==> src/waveform_peak_decimator_defines.svh <==
// Assertion macros shared by the peak decimator RTL.
`ifndef WAVEFORM_PEAK_DECIMATOR_DEFINES_SVH
`define WAVEFORM_PEAK_DECIMATOR_DEFINES_SVH

// Same-cycle implication, disabled during reset.
`define WPD_ASSERT_IMPLY(label, clk, rst, ante, cons, msg) \
  label: assert property (@(posedge clk) disable iff (rst) (ante) |-> (cons)) \
    else $error(msg);

// Next-cycle implication, disabled during reset.
`define WPD_ASSERT_NEXT(label, clk, rst, ante, cons, msg) \
  label: assert property (@(posedge clk) disable iff (rst) (ante) |=> (cons)) \
    else $error(msg);

`endif

==> src/wpd_pkg.sv <==
// Shared types, widths and constants of the waveform peak decimator.
package wpd_pkg;

  // Fixed field widths of the configuration registers
  localparam int COUNT_W        = 24;
  localparam int COLS_W         = 13;
  localparam int GAIN_W         = 16;
  localparam int AREA_W         = 12;
  localparam int GRID_W         = 9;
  localparam int ROWCALC_W      = 13;
  localparam int GAIN_FRAC_BITS = 8;

  localparam int CFG_INDEX_W = 3;
  localparam int CFG_DATA_W  = 24;

  // Defaults for the top level parameters
  localparam int SAMPLE_BITS_DEFAULT = 16;
  localparam int ROW_BITS_DEFAULT    = 13;
  localparam int MAX_COLUMNS_DEFAULT = 4096;

  // Register reset values
  localparam logic [COUNT_W-1:0] SAMPLE_COUNT_RESET   = 24'd2;
  localparam logic [COLS_W-1:0]  COLUMN_COUNT_RESET   = 13'd1;
  localparam logic [GAIN_W-1:0]  GAIN_RESET           = 16'd256;
  localparam logic [AREA_W-1:0]  TOP_ROW_RESET        = 12'd0;
  localparam logic [AREA_W-1:0]  AREA_HEIGHT_RESET    = 12'd1;
  localparam logic [GRID_W-1:0]  GRID_DIVISIONS_RESET = 9'd0;

  // Register indexes
  localparam logic [CFG_INDEX_W-1:0] REG_SAMPLE_COUNT   = 3'd0;
  localparam logic [CFG_INDEX_W-1:0] REG_COLUMN_COUNT   = 3'd1;
  localparam logic [CFG_INDEX_W-1:0] REG_GAIN           = 3'd2;
  localparam logic [CFG_INDEX_W-1:0] REG_TOP_ROW        = 3'd3;
  localparam logic [CFG_INDEX_W-1:0] REG_AREA_HEIGHT    = 3'd4;
  localparam logic [CFG_INDEX_W-1:0] REG_GRID_DIVISIONS = 3'd5;

  // Columns emitted at most per frame
  localparam logic [1:0] MAX_EMITS = 2'd2;

  typedef enum logic [3:0] {
    ST_DIV_EDGE_GO,
    ST_DIV_EDGE_WAIT,
    ST_DIV_GRID_GO,
    ST_DIV_GRID_WAIT,
    ST_IDLE,
    ST_PRE,
    ST_POST,
    ST_GAIN_HI,
    ST_HALF_HI,
    ST_ROW_HI,
    ST_GAIN_LO,
    ST_HALF_LO,
    ST_ROW_LO,
    ST_LOAD
  } state_t;

  typedef struct packed {
    logic div_start;
    logic div_grid;
    logic store_edge;
    logic store_grid;
    logic restart;
    logic capture;
    logic update;
    logic finish;
    logic mul_gain;
    logic mul_half;
    logic row_hi;
    logic row_lo;
    logic load;
    logic sel_lo;
  } cmd_t;

  typedef struct packed {
    logic div_busy;
    logic due_now;
    logic due_next;
    logic out_free;
    logic cfg_write;
  } status_t;

endpackage

==> src/wpd_divider.sv <==
// Restoring divider, one quotient bit per cycle.
module wpd_divider (
  input  logic                         clk,
  input  logic                         rst,
  input  logic                         start,
  input  logic [wpd_pkg::COUNT_W-1:0]  dividend,
  input  logic [wpd_pkg::COLS_W-1:0]   divisor,
  output logic                         busy,
  output logic [wpd_pkg::COUNT_W-1:0]  quotient,
  output logic [wpd_pkg::COLS_W-1:0]   remainder
);

  localparam int CNT_W = $clog2(wpd_pkg::COUNT_W + 1);

  logic [CNT_W-1:0]            count;
  logic [wpd_pkg::COLS_W:0]    trial;
  logic [wpd_pkg::COLS_W:0]    diff;
  logic                        fits;

  assign trial = {remainder, quotient[wpd_pkg::COUNT_W-1]};
  assign diff  = trial - {1'b0, divisor};
  assign fits  = trial >= {1'b0, divisor};

  always_ff @(posedge clk) begin
    if (rst) begin
      busy  <= 1'b0;
      count <= '0;
    end else if (start) begin
      busy  <= 1'b1;
      count <= CNT_W'(wpd_pkg::COUNT_W);
    end else if (busy) begin
      count <= count - CNT_W'(1);
      if (count == CNT_W'(1)) begin
        busy <= 1'b0;
      end
    end
  end

  always_ff @(posedge clk) begin
    if (start) begin
      quotient  <= dividend;
      remainder <= '0;
    end else if (busy) begin
      quotient  <= {quotient[wpd_pkg::COUNT_W-2:0], fits};
      remainder <= fits ? diff[wpd_pkg::COLS_W-1:0] : trial[wpd_pkg::COLS_W-1:0];
    end
  end

endmodule

==> src/wpd_datapath.sv <==
// Datapath: registers, bucket tracking, scaling multiplies and output register.
module wpd_datapath #(
  parameter int SAMPLE_BITS = wpd_pkg::SAMPLE_BITS_DEFAULT,
  parameter int ROW_BITS    = wpd_pkg::ROW_BITS_DEFAULT,
  parameter int MAX_COLUMNS = wpd_pkg::MAX_COLUMNS_DEFAULT
) (
  input  logic                                 clk,
  input  logic                                 rst,
  input  wpd_pkg::cmd_t                        cmd,
  output wpd_pkg::status_t                     status,
  input  logic                                 cfg_valid,
  output logic                                 cfg_ready,
  input  logic [wpd_pkg::CFG_INDEX_W-1:0]      cfg_index,
  input  logic [wpd_pkg::CFG_DATA_W-1:0]       cfg_data,
  input  logic signed [SAMPLE_BITS-1:0]        left_sample,
  input  logic                                 frame_last,
  output logic                                 out_valid,
  input  logic                                 out_stall,
  output logic [$clog2(MAX_COLUMNS)-1:0]       column,
  output logic [ROW_BITS-1:0]                  upper_row,
  output logic [ROW_BITS-1:0]                  lower_row,
  output logic                                 grid_mark,
  output logic                                 column_last
);

  localparam int COUNT_W = wpd_pkg::COUNT_W;
  localparam int COLS_W  = wpd_pkg::COLS_W;
  localparam int RC_W    = wpd_pkg::ROWCALC_W;
  localparam int COL_W   = $clog2(MAX_COLUMNS);
  localparam int HALF_W  = wpd_pkg::AREA_W - 1;
  localparam int MAG_W   = SAMPLE_BITS;
  localparam int P1_W    = MAG_W + wpd_pkg::GAIN_W;
  localparam int P2_W    = P1_W + HALF_W;
  localparam int SHIFT   = SAMPLE_BITS - 1 + wpd_pkg::GAIN_FRAC_BITS;
  localparam int SCL_W   = P2_W - SHIFT + 1;

  // Configuration registers
  logic [COUNT_W-1:0]               sample_count;
  logic [COLS_W-1:0]                column_count;
  logic [wpd_pkg::GAIN_W-1:0]       gain;
  logic [wpd_pkg::AREA_W-1:0]       top_row;
  logic [wpd_pkg::AREA_W-1:0]       area_height;
  logic [wpd_pkg::GRID_W-1:0]       grid_divisions;
  logic                             cfg_known;

  // Divider results
  logic [COUNT_W-1:0]               q0;
  logic [COLS_W-1:0]                r0;
  logic [COUNT_W-1:0]               grid_step;
  logic                             div_busy;
  logic [COUNT_W-1:0]               div_dividend;
  logic [COLS_W-1:0]                div_divisor;
  logic [COUNT_W-1:0]               div_quotient;
  logic [COLS_W-1:0]                div_remainder;

  // Stream state
  logic [COUNT_W-1:0]               frame;
  logic [COLS_W-1:0]                col;
  logic [COUNT_W:0]                 bound_q;
  logic [COLS_W-1:0]                bound_r;
  logic signed [SAMPLE_BITS-1:0]    peak_high;
  logic signed [SAMPLE_BITS-1:0]    peak_low;
  logic                             grid_seen;
  logic [COUNT_W-1:0]               grid_phase;
  logic signed [SAMPLE_BITS-1:0]    sample;
  logic                             sample_last;

  // Scaling
  logic [P1_W-1:0]                  prod_gain;
  logic [P2_W-1:0]                  prod_half;
  logic [RC_W-1:0]                  row_hi;
  logic [RC_W-1:0]                  row_lo;

  // Combinational helpers
  logic                             active;
  logic                             col_open;
  logic [COUNT_W-1:0]               bucket_end;
  logic [COUNT_W:0]                 frame_plus;
  logic                             in_bucket;
  logic [COLS_W:0]                  r_sum;
  logic                             bound_wrap;
  logic [COLS_W-1:0]                bound_r_next;
  logic [COUNT_W:0]                 bound_q_next;
  logic [COUNT_W-1:0]               grid_phase_step;
  logic                             restart_now;
  logic [MAG_W-1:0]                 high_mag;
  logic [MAG_W-1:0]                 low_mag;
  logic [MAG_W-1:0]                 mag;
  logic [HALF_W-1:0]                half;
  logic [RC_W-1:0]                  centre;
  logic [RC_W-1:0]                  bottom_sum;
  logic [RC_W-1:0]                  bottom;
  logic [SCL_W-2:0]                 scaled_floor;
  logic                             frac_nz;
  logic [SCL_W-1:0]                 scaled_ceil;
  logic                             hi_clamp;
  logic                             lo_clamp;

  assign cfg_ready = 1'b1;

  always_comb begin
    cfg_known = cfg_index inside {wpd_pkg::REG_SAMPLE_COUNT, wpd_pkg::REG_COLUMN_COUNT,
                                  wpd_pkg::REG_GAIN, wpd_pkg::REG_TOP_ROW,
                                  wpd_pkg::REG_AREA_HEIGHT, wpd_pkg::REG_GRID_DIVISIONS};
  end

  always_ff @(posedge clk) begin
    if (rst) begin
      sample_count   <= wpd_pkg::SAMPLE_COUNT_RESET;
      column_count   <= wpd_pkg::COLUMN_COUNT_RESET;
      gain           <= wpd_pkg::GAIN_RESET;
      top_row        <= wpd_pkg::TOP_ROW_RESET;
      area_height    <= wpd_pkg::AREA_HEIGHT_RESET;
      grid_divisions <= wpd_pkg::GRID_DIVISIONS_RESET;
    end else if (cfg_valid && cfg_ready) begin
      case (cfg_index)
        wpd_pkg::REG_SAMPLE_COUNT:   sample_count   <= cfg_data[COUNT_W-1:0];
        wpd_pkg::REG_COLUMN_COUNT:   column_count   <= cfg_data[COLS_W-1:0];
        wpd_pkg::REG_GAIN:           gain           <= cfg_data[wpd_pkg::GAIN_W-1:0];
        wpd_pkg::REG_TOP_ROW:        top_row        <= cfg_data[wpd_pkg::AREA_W-1:0];
        wpd_pkg::REG_AREA_HEIGHT:    area_height    <= cfg_data[wpd_pkg::AREA_W-1:0];
        wpd_pkg::REG_GRID_DIVISIONS: grid_divisions <= cfg_data[wpd_pkg::GRID_W-1:0];
        default: ;
      endcase
    end
  end

  // Shared divider for the bucket edge and the grid interval
  assign div_dividend = cmd.div_grid ? sample_count : sample_count - COUNT_W'(1);
  assign div_divisor  = cmd.div_grid ? COLS_W'(grid_divisions) : column_count;

  wpd_divider u_divider (
    .clk       (clk),
    .rst       (rst),
    .start     (cmd.div_start),
    .dividend  (div_dividend),
    .divisor   (div_divisor),
    .busy      (div_busy),
    .quotient  (div_quotient),
    .remainder (div_remainder)
  );

  always_ff @(posedge clk) begin
    if (cmd.store_edge) begin
      q0 <= div_quotient;
      r0 <= div_remainder;
    end
    if (cmd.store_grid) begin
      grid_step <= (grid_divisions == '0) ? '0 : {div_quotient[COUNT_W-1:1], 1'b0};
    end
  end

  // Bucket tracking
  assign active     = (column_count != '0) && (32'(column_count) <= MAX_COLUMNS) &&
                      (sample_count >= COUNT_W'({column_count, 1'b0}));
  assign col_open   = active && (col < column_count);
  assign bucket_end = bound_q[COUNT_W:1];
  assign frame_plus = {1'b0, frame} + (COUNT_W+1)'(1);
  assign in_bucket  = col_open && (frame < bucket_end);

  assign r_sum        = {1'b0, bound_r} + {1'b0, r0};
  assign bound_wrap   = r_sum >= {1'b0, column_count};
  assign bound_r_next = bound_wrap ? COLS_W'(r_sum - {1'b0, column_count}) : r_sum[COLS_W-1:0];
  assign bound_q_next = bound_q + (COUNT_W+1)'(q0) + (COUNT_W+1)'(bound_wrap);

  assign grid_phase_step = grid_phase + COUNT_W'(2);
  assign restart_now     = cmd.restart || (cmd.finish && sample_last);

  always_ff @(posedge clk) begin
    if (cmd.capture) begin
      sample      <= left_sample;
      sample_last <= frame_last;
    end
  end

  always_ff @(posedge clk) begin
    if (rst) begin
      frame      <= '0;
      col        <= '0;
      bound_q    <= '0;
      bound_r    <= '0;
      peak_high  <= '0;
      peak_low   <= '0;
      grid_seen  <= 1'b0;
      grid_phase <= '0;
    end else if (restart_now) begin
      frame      <= '0;
      col        <= '0;
      bound_q    <= (COUNT_W+1)'(q0);
      bound_r    <= r0;
      peak_high  <= '0;
      peak_low   <= '0;
      grid_seen  <= 1'b0;
      grid_phase <= '0;
    end else if (cmd.load) begin
      col       <= col + COLS_W'(1);
      bound_q   <= bound_q_next;
      bound_r   <= bound_r_next;
      peak_high <= '0;
      peak_low  <= '0;
      grid_seen <= 1'b0;
    end else if (cmd.update) begin
      if (in_bucket) begin
        if (sample > peak_high) begin
          peak_high <= sample;
        end else if (sample <= peak_low) begin
          peak_low <= sample;
        end
        if ((grid_step != '0) && (frame != '0) && (grid_phase == '0)) begin
          grid_seen <= 1'b1;
        end
      end
    end else if (cmd.finish) begin
      if (frame != '1) begin
        frame      <= frame + COUNT_W'(1);
        grid_phase <= (grid_phase_step == grid_step) ? '0 : grid_phase_step;
      end
    end
  end

  // Peak scaling: magnitude * gain, then * half height, then round to rows
  assign high_mag = $unsigned(peak_high);
  assign low_mag  = $unsigned(~peak_low) + MAG_W'(1);
  assign mag      = cmd.sel_lo ? low_mag : high_mag;
  assign half     = area_height[wpd_pkg::AREA_W-1:1];

  always_ff @(posedge clk) begin
    if (cmd.mul_gain) begin
      prod_gain <= P1_W'(mag) * P1_W'(gain);
    end
    if (cmd.mul_half) begin
      prod_half <= P2_W'(prod_gain) * P2_W'(half);
    end
  end

  assign centre       = RC_W'(top_row) + RC_W'(half);
  assign bottom_sum   = RC_W'(top_row) + RC_W'(area_height);
  assign bottom       = (bottom_sum == '0) ? '0 : bottom_sum - RC_W'(1);
  assign scaled_floor = prod_half[P2_W-1:SHIFT];
  assign frac_nz      = |prod_half[SHIFT-1:0];
  assign scaled_ceil  = SCL_W'(scaled_floor) + SCL_W'(frac_nz);
  assign hi_clamp     = scaled_ceil > SCL_W'(half);
  assign lo_clamp     = (SCL_W'(scaled_floor) + SCL_W'(half)) >= SCL_W'(area_height);

  always_ff @(posedge clk) begin
    if (cmd.row_hi) begin
      row_hi <= hi_clamp ? RC_W'(top_row) : centre - RC_W'(scaled_ceil);
    end
    if (cmd.row_lo) begin
      row_lo <= lo_clamp ? bottom : centre + RC_W'(scaled_floor);
    end
  end

  // Output register
  always_ff @(posedge clk) begin
    if (rst) begin
      out_valid <= 1'b0;
    end else if (cmd.load) begin
      out_valid <= 1'b1;
    end else if (!out_stall) begin
      out_valid <= 1'b0;
    end
  end

  always_ff @(posedge clk) begin
    if (cmd.load) begin
      column      <= COL_W'(col);
      upper_row   <= ROW_BITS'(row_hi);
      lower_row   <= ROW_BITS'(row_lo);
      grid_mark   <= grid_seen;
      column_last <= (col + COLS_W'(1)) == column_count;
    end
  end

  always_comb begin
    status.div_busy  = div_busy;
    status.due_now   = col_open && (bucket_end <= frame);
    status.due_next  = col_open && ({1'b0, bucket_end} <= frame_plus);
    status.out_free  = !out_valid || !out_stall;
    status.cfg_write = cfg_valid && cfg_ready && cfg_known;
  end

endmodule

==> src/wpd_ctrl.sv <==
// Controller state machine sequencing setup, frames and column emission.
module wpd_ctrl (
  input  logic              clk,
  input  logic              rst,
  input  logic              in_valid,
  output logic              in_stall,
  input  wpd_pkg::status_t  status,
  output wpd_pkg::cmd_t     cmd
);

  wpd_pkg::state_t state;
  wpd_pkg::state_t state_next;
  logic            phase_post;
  logic [1:0]      emit_count;
  logic            emit_room;

  assign emit_room = emit_count != wpd_pkg::MAX_EMITS;

  always_ff @(posedge clk) begin
    if (rst) begin
      state      <= wpd_pkg::ST_DIV_EDGE_GO;
      phase_post <= 1'b0;
      emit_count <= '0;
    end else begin
      state <= state_next;
      case (state)
        wpd_pkg::ST_IDLE: emit_count <= '0;
        wpd_pkg::ST_PRE:  phase_post <= 1'b0;
        wpd_pkg::ST_POST: phase_post <= 1'b1;
        wpd_pkg::ST_LOAD: begin
          if (status.out_free) begin
            emit_count <= emit_count + 2'd1;
          end
        end
        default: ;
      endcase
    end
  end

  always_comb begin
    state_next = state;
    case (state)
      wpd_pkg::ST_DIV_EDGE_GO:   state_next = wpd_pkg::ST_DIV_EDGE_WAIT;
      wpd_pkg::ST_DIV_EDGE_WAIT: begin
        if (!status.div_busy) state_next = wpd_pkg::ST_DIV_GRID_GO;
      end
      wpd_pkg::ST_DIV_GRID_GO:   state_next = wpd_pkg::ST_DIV_GRID_WAIT;
      wpd_pkg::ST_DIV_GRID_WAIT: begin
        if (!status.div_busy) state_next = wpd_pkg::ST_IDLE;
      end
      wpd_pkg::ST_IDLE: begin
        if (in_valid) state_next = wpd_pkg::ST_PRE;
      end
      wpd_pkg::ST_PRE: begin
        state_next = (status.due_now && emit_room) ? wpd_pkg::ST_GAIN_HI : wpd_pkg::ST_POST;
      end
      wpd_pkg::ST_POST: begin
        state_next = (status.due_next && emit_room) ? wpd_pkg::ST_GAIN_HI : wpd_pkg::ST_IDLE;
      end
      wpd_pkg::ST_GAIN_HI: state_next = wpd_pkg::ST_HALF_HI;
      wpd_pkg::ST_HALF_HI: state_next = wpd_pkg::ST_ROW_HI;
      wpd_pkg::ST_ROW_HI:  state_next = wpd_pkg::ST_GAIN_LO;
      wpd_pkg::ST_GAIN_LO: state_next = wpd_pkg::ST_HALF_LO;
      wpd_pkg::ST_HALF_LO: state_next = wpd_pkg::ST_ROW_LO;
      wpd_pkg::ST_ROW_LO:  state_next = wpd_pkg::ST_LOAD;
      wpd_pkg::ST_LOAD: begin
        if (status.out_free) begin
          state_next = phase_post ? wpd_pkg::ST_POST : wpd_pkg::ST_PRE;
        end
      end
      default: state_next = wpd_pkg::ST_DIV_EDGE_GO;
    endcase
    if (status.cfg_write) begin
      state_next = wpd_pkg::ST_DIV_EDGE_GO;
    end
  end

  always_comb begin
    cmd      = '0;
    in_stall = 1'b1;
    case (state)
      wpd_pkg::ST_DIV_EDGE_GO:   cmd.div_start = 1'b1;
      wpd_pkg::ST_DIV_EDGE_WAIT: cmd.store_edge = !status.div_busy;
      wpd_pkg::ST_DIV_GRID_GO: begin
        cmd.div_start = 1'b1;
        cmd.div_grid  = 1'b1;
      end
      wpd_pkg::ST_DIV_GRID_WAIT: begin
        // Hold the grid divisor for the whole division
        cmd.div_grid   = 1'b1;
        cmd.store_grid = !status.div_busy;
        cmd.restart    = !status.div_busy;
      end
      wpd_pkg::ST_IDLE: begin
        in_stall    = 1'b0;
        cmd.capture = in_valid;
      end
      wpd_pkg::ST_PRE:     cmd.update = !(status.due_now && emit_room);
      wpd_pkg::ST_POST:    cmd.finish = !(status.due_next && emit_room);
      wpd_pkg::ST_GAIN_HI: cmd.mul_gain = 1'b1;
      wpd_pkg::ST_HALF_HI: cmd.mul_half = 1'b1;
      wpd_pkg::ST_ROW_HI:  cmd.row_hi = 1'b1;
      wpd_pkg::ST_GAIN_LO: begin
        cmd.mul_gain = 1'b1;
        cmd.sel_lo   = 1'b1;
      end
      wpd_pkg::ST_HALF_LO: cmd.mul_half = 1'b1;
      wpd_pkg::ST_ROW_LO:  cmd.row_lo = 1'b1;
      wpd_pkg::ST_LOAD:    cmd.load = status.out_free;
      default: ;
    endcase
  end

endmodule

==> src/waveform_peak_decimator.sv <==
// Top level of the waveform min/max peak decimator for column display.
//
// Frames stream in on the input channel (in_valid / in_stall), one left sample
// per transaction; frame_last closes the waveform and restarts the count.
// Finished columns leave on the output channel (out_valid / out_stall) with
// their index, the two screen rows of the positive and negative peaks, the
// grid flag and a flag on the final column.
// Registers are written on the configuration channel (cfg_valid / cfg_ready,
// always ready); every write to a known index restarts the stream.
// Each frame passes IDLE, PRE and POST, and in_stall is low only in IDLE; each
// column that the frame closes (at most two per frame) adds the shared multiplier
// sequence GAIN_HI, HALF_HI, ROW_HI, GAIN_LO, HALF_LO, ROW_LO and then LOAD.
// LOAD registers the column into the output register; receiver stalls hold
// the block in LOAD while the register still holds an untaken column.
// Reset and each register write start a setup in which two serial divisions
// (one bit per cycle) find the column step and the grid interval; in_stall
// stays high during that time.
// While the receiver stalls, one column waits in the output register and the
// block keeps taking frames until it has a second column to hand over.
module waveform_peak_decimator #(
  parameter int SAMPLE_BITS = wpd_pkg::SAMPLE_BITS_DEFAULT,
  parameter int ROW_BITS    = wpd_pkg::ROW_BITS_DEFAULT,
  parameter int MAX_COLUMNS = wpd_pkg::MAX_COLUMNS_DEFAULT
) (
  input  logic                               clk,
  input  logic                               rst,
  input  logic                               cfg_valid,
  output logic                               cfg_ready,
  input  logic [wpd_pkg::CFG_INDEX_W-1:0]    cfg_index,
  input  logic [wpd_pkg::CFG_DATA_W-1:0]     cfg_data,
  input  logic                               in_valid,
  output logic                               in_stall,
  input  logic signed [SAMPLE_BITS-1:0]      left_sample,
  input  logic                               frame_last,
  output logic                               out_valid,
  input  logic                               out_stall,
  output logic [$clog2(MAX_COLUMNS)-1:0]     column,
  output logic [ROW_BITS-1:0]                upper_row,
  output logic [ROW_BITS-1:0]                lower_row,
  output logic                               grid_mark,
  output logic                               column_last
);

`include "waveform_peak_decimator_defines.svh"

  wpd_pkg::cmd_t    cmd;
  wpd_pkg::status_t status;

  // Sequence setup, frame handling and column emission
  wpd_ctrl u_ctrl (
    .clk      (clk),
    .rst      (rst),
    .in_valid (in_valid),
    .in_stall (in_stall),
    .status   (status),
    .cmd      (cmd)
  );

  // Hold registers, bucket bounds, peaks, scaling and the output register
  wpd_datapath #(
    .SAMPLE_BITS (SAMPLE_BITS),
    .ROW_BITS    (ROW_BITS),
    .MAX_COLUMNS (MAX_COLUMNS)
  ) u_datapath (
    .clk         (clk),
    .rst         (rst),
    .cmd         (cmd),
    .status      (status),
    .cfg_valid   (cfg_valid),
    .cfg_ready   (cfg_ready),
    .cfg_index   (cfg_index),
    .cfg_data    (cfg_data),
    .left_sample (left_sample),
    .frame_last  (frame_last),
    .out_valid   (out_valid),
    .out_stall   (out_stall),
    .column      (column),
    .upper_row   (upper_row),
    .lower_row   (lower_row),
    .grid_mark   (grid_mark),
    .column_last (column_last)
  );

  // No frame may enter while the bucket step or grid interval is being worked out
  `WPD_ASSERT_IMPLY(a_setup_stall, clk, rst, status.div_busy, in_stall, "frame in setup")
  // A column must never overwrite one that the receiver has not taken
  `WPD_ASSERT_IMPLY(a_load_free, clk, rst, cmd.load, (!out_valid || !out_stall), "column lost")
  // A register write must drop the block into setup
  `WPD_ASSERT_NEXT(a_cfg_setup, clk, rst, status.cfg_write, in_stall, "no setup after write")

endmodule
==> config.mk <==
export PLATFORM = sky130hd
export DESIGN_NAME = waveform_peak_decimator
export DESIGN_NICKNAME = d
export VERILOG_FILES = /design/src/wpd_pkg.sv /design/src/wpd_divider.sv /design/src/wpd_datapath.sv /design/src/wpd_ctrl.sv /design/src/waveform_peak_decimator.sv
export VERILOG_INCLUDE_DIRS = /design/src /design/src/src
export SDC_FILE = /design/constraint.sdc
export NUM_CORES = 2
export LEC_CHECK = 0
export ABC_AREA = 0
export BUFFER_PORTS_ARGS = -buffer_cell sky130_fd_sc_hd__buf_2
export CORE_UTILIZATION = 42
export CTS_CLUSTER_SIZE = 24
export DETAILED_ROUTE_END_ITERATION = 6
export SLEW_MARGIN = 20
export SYNTH_ARGS = -nofsm -noshare
export SYNTH_HDL_FRONTEND = slang
export SYNTH_SLANG_ARGS = --single-unit
==> constraint.sdc <==
create_clock -name clk -period 23.3 [get_ports clk]
set_clock_uncertainty 0.05 [all_clocks]
set_input_delay 2.33 -clock clk [delete_from_list [all_inputs] [get_ports clk]]
set_output_delay 2.33 -clock clk [all_outputs]
set_load 0.03 [all_outputs]
Word-level counts from Yosys, hierarchy flattened --
Index checks and enable logic that the tools add are counted.
Word-level totals: register bits after elaboration 488, word-level logic and storage cells 206, output and inout bits 43, input bits 49
Cells by class: reduce and logical (&&, ||, !) cells 53, multipliers 2, equality and inequality tests 28, bitwise operators 4, add/subtract/negate cells 20, order comparisons 12, mux-type cells 47
Operator list (number):
- $mux 24 | 6
- $mux 13 | 7
- $pmux 4 s14 | 1
- $reduce_bool 24->1 | 2
- $mul 32x11->43 | 1
- $sub 13x13->13 | 3
- $mul 16x16->32 | 1
- $ge 14x13->1 | 2
- $add 24x1->25 const B | 1
- $add 25x1->25 | 1
- $add 25x24->25 | 1
- $le 24x25->1 | 1
- $add 24x1->24 const B | 1
- $add 24x2->24 const B | 1
- $eq 24x24->1 | 1
- $eq 4x4->1 const B | 6
- $ge 24x14->1 | 1
- $le 24x24->1 | 1
- $logic_not 24->1 | 1
- $lt 24x24->1 | 1
- $ne 24x24->1 const B | 1
- $sub 24x1->24 const B | 1
- $reduce_or 23->1 | 1
- $add 20x1->21 | 1
- other kinds (51) | 122

Depth between registers and ports, before layout --
word-level depth 11, depth in mapped cells 31, gate-level depth less buffers 31

Hierarchy --
Synthesis repeated with hierarchy kept, for this count alone.
Unflattened totals: cells, all modules 5409, area, all modules 48885.6 µm²
Modules (own cells, without submodules):
- wpd_datapath | area each 45738.9 µm², cells each 5074, instances 1
- wpd_divider | area each 2577.5 µm², cells each 255, instances 1
- wpd_ctrl | area each 569.3 µm², cells each 80, instances 1

Worst setup path after synthesis --
OpenSTA, ideal clock, no wires.
kind reg2reg, start reg u_ctrl.state[0], end reg u_datapath.prod_gain[30], data pin, cell stages (with the launch flop) 28, path buffers 4, required time 22.992 ns, setup slack 15.634 ns, data arrival time 7.358 ns, setup time 0.258 ns, clock period less this slack 7.666 ns, path through dfxtp_1 > clkbuf_1 > nor2b_1 > nand3_1 > clkbuf_1 > clkbuf_1 > o21ai_0 > clkbuf_1 > nand2_1 > fa_1 > fa_1 > fa_1 > fa_1 > inv_1 > fa_1 > inv_1 > fa_1 > inv_1 > ha_1 > a21o_1 > a21o_1 > a21oi_1 > o21ai_0 > a221oi_1 > o21ai_0 > a211o_1 > a21oi_1 > xnor2_1
Between the ends: longest elaborated chain between the ends 4
Ends and longest elaborated chain:
- start, declared | line wpd_ctrl.sv:11 | wpd_pkg::state_t state;
- start signal, assigned | line wpd_ctrl.sv:21 | state <= wpd_pkg::ST_DIV_EDGE_GO;
- start signal, assigned | line wpd_ctrl.sv:25 | state <= state_next;
- $eq 4x4->1 | line wpd_ctrl.sv:81 | case (state)
- $mux 1 | line wpd_ctrl.sv:81
- $mux 16 | line wpd_datapath.sv:224 | assign mag = cmd.sel_lo ? low_mag : high_mag;
- $mul 16x16->32 | line wpd_datapath.sv:229 | prod_gain <= P1_W'(mag) * P1_W'(gain);
- end signal, assigned | line wpd_datapath.sv:229
- end, declared | line wpd_datapath.sv:69 | logic [P1_W-1:0] prod_gain;
Every way passes these cells. A chain may end at the register's enable or synchronous reset.

Worst setup path after layout --
start reg u_ctrl.state[1], end reg u_datapath.prod_gain[30], data pin
Same word-level chain as after synthesis.

==> results.md <==
* Fraction of synthesized area in multiplexers at 0.0184
* Mapped Area at ~48000 sq um
* Net Count, Synth at about 6300
* Worst Path Max Fanout at 31
* Register area at 12200 sq um
* Period utilisation layout at 0.358
* Cell count after placement at a little under 7000
* Routed length per instance at 18.0 um
* Setup violations, final at 0
* Area added between synthesis and finish at 7.80%
* Clock H-tree levels at 2
* Maximum vdd drop at 0.0000550 V
* Yosys warns at 0
* Core region area at 113000 sq um
* Sinks on the clock net at 486
* Kind of start point of the critical path: flip-flop
* Library cell used as clock root buffer: sky130_fd_sc_hd__clkbuf_16
* Total CTS buffers at 55
* Final routed DRC violation total at 0
* Setup bufs post-CTS at 0
* Antenna diode count at 0
* Mean instance size in the synthesized netlist at 8.98 sq um
* Post-detail-place hpwl at 96.1 mm
* Cell type contributing the most total cell area after synthesis: sky130_fd_sc_hd__fa_1
* Clock tree from TritonCTS: yes
* Asr flop ratio synth at 0
* Synth Area in Adders at 0.312
* Number of cell instances on the worst register-to-register path at 27
* Place WS at 15.02 ns
* Capture point of the worst path: u_datapath.prod_gain[30]
* End-of-flow core utilization at 0.459
* Clk_lat worst skew at around 0.66 ns
* Setup slack on the worst flop-to-flop path at 14.96 ns
* Worst max-slew margin expressed relative to the limit at 0.255
* Antenna violations before repair at 5
* Post-CTS Hold Fix Bufs at 0
* Detailed-route via count at 37000
* Most frequent standard cell in the layout excluding fill and tap cells: sky130_fd_sc_hd__nand2_1
* GRT Overall Usage at 0.215
* Result of the run: finished, final reports clean
* Most used cells in the layout excluding fill and tap cells: 785 x sky130_fd_sc_hd__nand2_1, 619 x sky130_fd_sc_hd__inv_1, 473 x sky130_fd_sc_hd__fa_1
* Area share of xor/xnor cells in the synthesized design at 0.0600
* Vertical die dimension at 341 um
* Data required time of the critical path at 23.60 ns
* Sequential share of the synthesized area at 0.252
* Worst-Margin Slew at between 1 and 1.5 ns
* Count of filler cells inserted in the layout at 11000
* Combined area of the multi-input logic cells at 32800 sq um
* Critical R2R Launch: u_ctrl.state[1]
* Routed Wire Length at between 100 and 150 mm
* Simple-Gate Fraction of Synth Area at 0.179
* Count of final max-slew check failures at 0
* I/O pin cnt at 92
* Number of maximum-capacitance violations at 0
* Share of the synthesized area in compound gates (AO/OA/AOI/OAI) at 0.110
* Path type of the worst setup path: flip-flop to flip-flop
* Effective utilization at floorplan at 0.426
* Hold Crit Start: u_datapath.row_hi[11]
* Clock period minus final worst setup slack at around 8.3 ns
* Via density at 5.38
* Last weighted congestion value of the routability-driven placer at 0.895
* Largest net degree at the start of global routing at 95
* GRT Residual Overflow at 0
* Flip-flop cell with the highest count after synthesis: sky130_fd_sc_hd__dfxtp_1
* Leakage component of the power at about 23 nW
* Global-route wire length before repair at around 200 mm
* Dominant combinational cell family by area after synthesis: adder cells
* Flip-flop and latch count after synthesis at slightly below 500
* Class of the worst hold path: flip-flop to flip-flop
* Top cells by area, synth: sky130_fd_sc_hd__fa_1 20%, sky130_fd_sc_hd__edfxtp_1 15%, sky130_fd_sc_hd__ha_1 12%
* Fin cells at 6870
* Data arrival time of the worst path at 8.64 ns
* Critical Path End Type: flip-flop
* Post-DRT Antenna Nets at 0
* Maximum achievable frequency at 120 MHz
* TritonRoute pass-1 iters at 6
* Worst path setup slack after routing at 14.96 ns
* Yosys top cell area share at 0.197
* Unique masters post-synth at 76
* Count of buffers inserted at the top-level ports at 90
* Number of nets in the final layout at 6291
* Cell row count at 123
* # resized after CTS at 0
* Die width at 341 um
* Number of synthesized flops with an enable pin at 242
* Share of cells above drive strength 1 at 0.0536
* Fin Hold WS at roughly 0.37 ns
* Iter 0 DRT Violations at 2427
* Total Negative Setup Slacks at 0 ns
* Setup crit start: u_ctrl.state[1]
* Setup repair after global routing missed its margin: false
* CTS max path bufs at 3
* Clock slew at the register clock pins of the worst setup and hold paths at 0.06 ns
* Reg2reg end: u_datapath.prod_gain[30]
* Synth Instances at 5362
* Power per cell area at 41.4 nW/um^2
* Number of hold violations in the final report at 0
* Number of global-route vias before repair at 36700
* Die area at 116000 sq um
## worst max-delay path, stage by stage (launching register included)
cell and delay, ns:
sky130_fd_sc_hd__dfxtp_1 0.74, sky130_fd_sc_hd__nor2b_1 0.47, sky130_fd_sc_hd__nand3_1 0.16, sky130_fd_sc_hd__buf_4 0.27, sky130_fd_sc_hd__nand2_1 0.10, sky130_fd_sc_hd__o21ai_1 0.07
sky130_fd_sc_hd__buf_4 0.21, sky130_fd_sc_hd__and2_1 0.19, sky130_fd_sc_hd__fa_1 0.53, sky130_fd_sc_hd__inv_1 0.05, sky130_fd_sc_hd__fa_1 0.45, sky130_fd_sc_hd__fa_1 0.49
sky130_fd_sc_hd__fa_1 0.54, sky130_fd_sc_hd__inv_1 0.05, sky130_fd_sc_hd__fa_1 0.52, sky130_fd_sc_hd__inv_1 0.05, sky130_fd_sc_hd__fa_1 0.52, sky130_fd_sc_hd__inv_1 0.04
sky130_fd_sc_hd__ha_1 0.37, sky130_fd_sc_hd__a21o_1 0.21, sky130_fd_sc_hd__a21o_1 0.17, sky130_fd_sc_hd__a21oi_1 0.12, sky130_fd_sc_hd__o21ai_0 0.19, sky130_fd_sc_hd__a221oi_1 0.56
sky130_fd_sc_hd__o21ai_0 0.30, sky130_fd_sc_hd__a211o_1 0.31, sky130_fd_sc_hd__a21oi_1 0.18, sky130_fd_sc_hd__xnor2_1 0.08
## logic make-up (layout without fill, tap and decap cells)
logic type               Yosys count  after routing
flip-flops                       486            486
AND/OR/NAND/NOR                 1825           1825
multiplexers                      85             85
buffers and inverters            857            865
adder cells (fa/ha/maj)          919            919
AO/OA/AOI/OAI                    859            859
other                              1              1
XOR/XNOR                         330            330
## cell usage after synthesis, drive strengths merged (10+ instances only)
master,number
ha,446
a211oi,18
nand3,123
o41ai,10
nor2b,28
fa,473
nor4,48
clkbuf,210
a21o,115
a21oi,316
nand2b,35
xnor2,229
nand2,785
nor3b,11
o21a,27
edfxtp,242
mux2i,58
o21ai,177
nor3,120
and3,27
mux2,27
dfxtp,244
or3,21
buf,25
a22oi,15
a31oi,39
o31ai,11
and2,290
xor2,101
nand4,60
nor2,241
o211ai,23
o21bai,26
inv,620
## through the flow
step | instance area [sq um] | total power [W]
2_1_floorplan | 48200 | 0.00117
3_3_place_gp | 50000 | 0.00124
3_5_place_dp | 50000 | 0.00125
4_1_cts | 51900 | 0.00217
5_1_grt | 51900 | 0.00224
6_report | 51900 | 0.00215
## routing by layer
metal / vias up / part of all wire / track usage
met5: - / 0.00035 / 0
met4: 6 / 0.017 / 0.0447
met3: 142 / 0.048 / 0.0242
met2: 803 / 0.46 / 0.345
met1: 18200 / 0.48 / 0.312
li1: 17800 / - / -
## area by class of cell
| cell class | instances | share of cell area |
|---|---|---|
| Clock buffer | 75 | 0.0299 |
| Clock inverter | 29 | 0.00701 |
| Inverter | 622 | 0.0450 |
| Multi-Input combinational cell | 4019 | 0.632 |
| Sequential cell | 486 | 0.234 |
| Tap cell | 1500 | 0.0361 |
| Timing Repair Buffer | 139 | 0.0159 |
## sequential cells by signal, indices dropped and copies added (netlist names), 13 cells and up
| name | cells |
|---|---|
| u_datapath.bound_q | 25 |
| u_datapath.bound_r | 13 |
| u_datapath.col | 13 |
| u_datapath.column_count | 13 |
| u_datapath.frame | 24 |
| u_datapath.gain | 16 |
| u_datapath.grid_phase | 23 |
| u_datapath.grid_step | 23 |
| u_datapath.high_mag | 16 |
| u_datapath.lower_row | 13 |
| u_datapath.peak_low | 16 |
| u_datapath.prod_gain | 32 |
| u_datapath.prod_half | 43 |
| u_datapath.q0 | 24 |
| u_datapath.r0 | 13 |
| u_datapath.row_hi | 13 |
| u_datapath.row_lo | 13 |
| u_datapath.sample | 16 |
| u_datapath.sample_count | 24 |
| u_datapath.u_divider.quotient | 24 |
| u_datapath.u_divider.remainder | 13 |
| u_datapath.upper_row | 13 |
## worst min-delay path by stage
stage,end,slack (ns),cells past startpoint
floorplan,u_datapath.lower_row[0],0.35,0
global placement,u_datapath.lower_row[3],0.35,0
detailed placement,u_datapath.upper_row[11],0.36,0
CTS,u_datapath.upper_row[11],0.37,0
global route,u_datapath.lower_row[11],0.38,0
finish,u_datapath.upper_row[11],0.37,0
## power breakdown
group / internal [W] / total (W) / leakage (nW) / switching (W)
Sequential: 0.000925 / 0.000957 / 4.38 / 0.0000321
Clock: 0.000537 / 0.000918 / 0.916 / 0.000381
Combinational: 0.000111 / 0.000275 / 18.2 / 0.000164
Total: 0.00157 / 0.00215 / 23.5 / 0.000577
No activity file was read; power rests on OpenSTA's default activity.
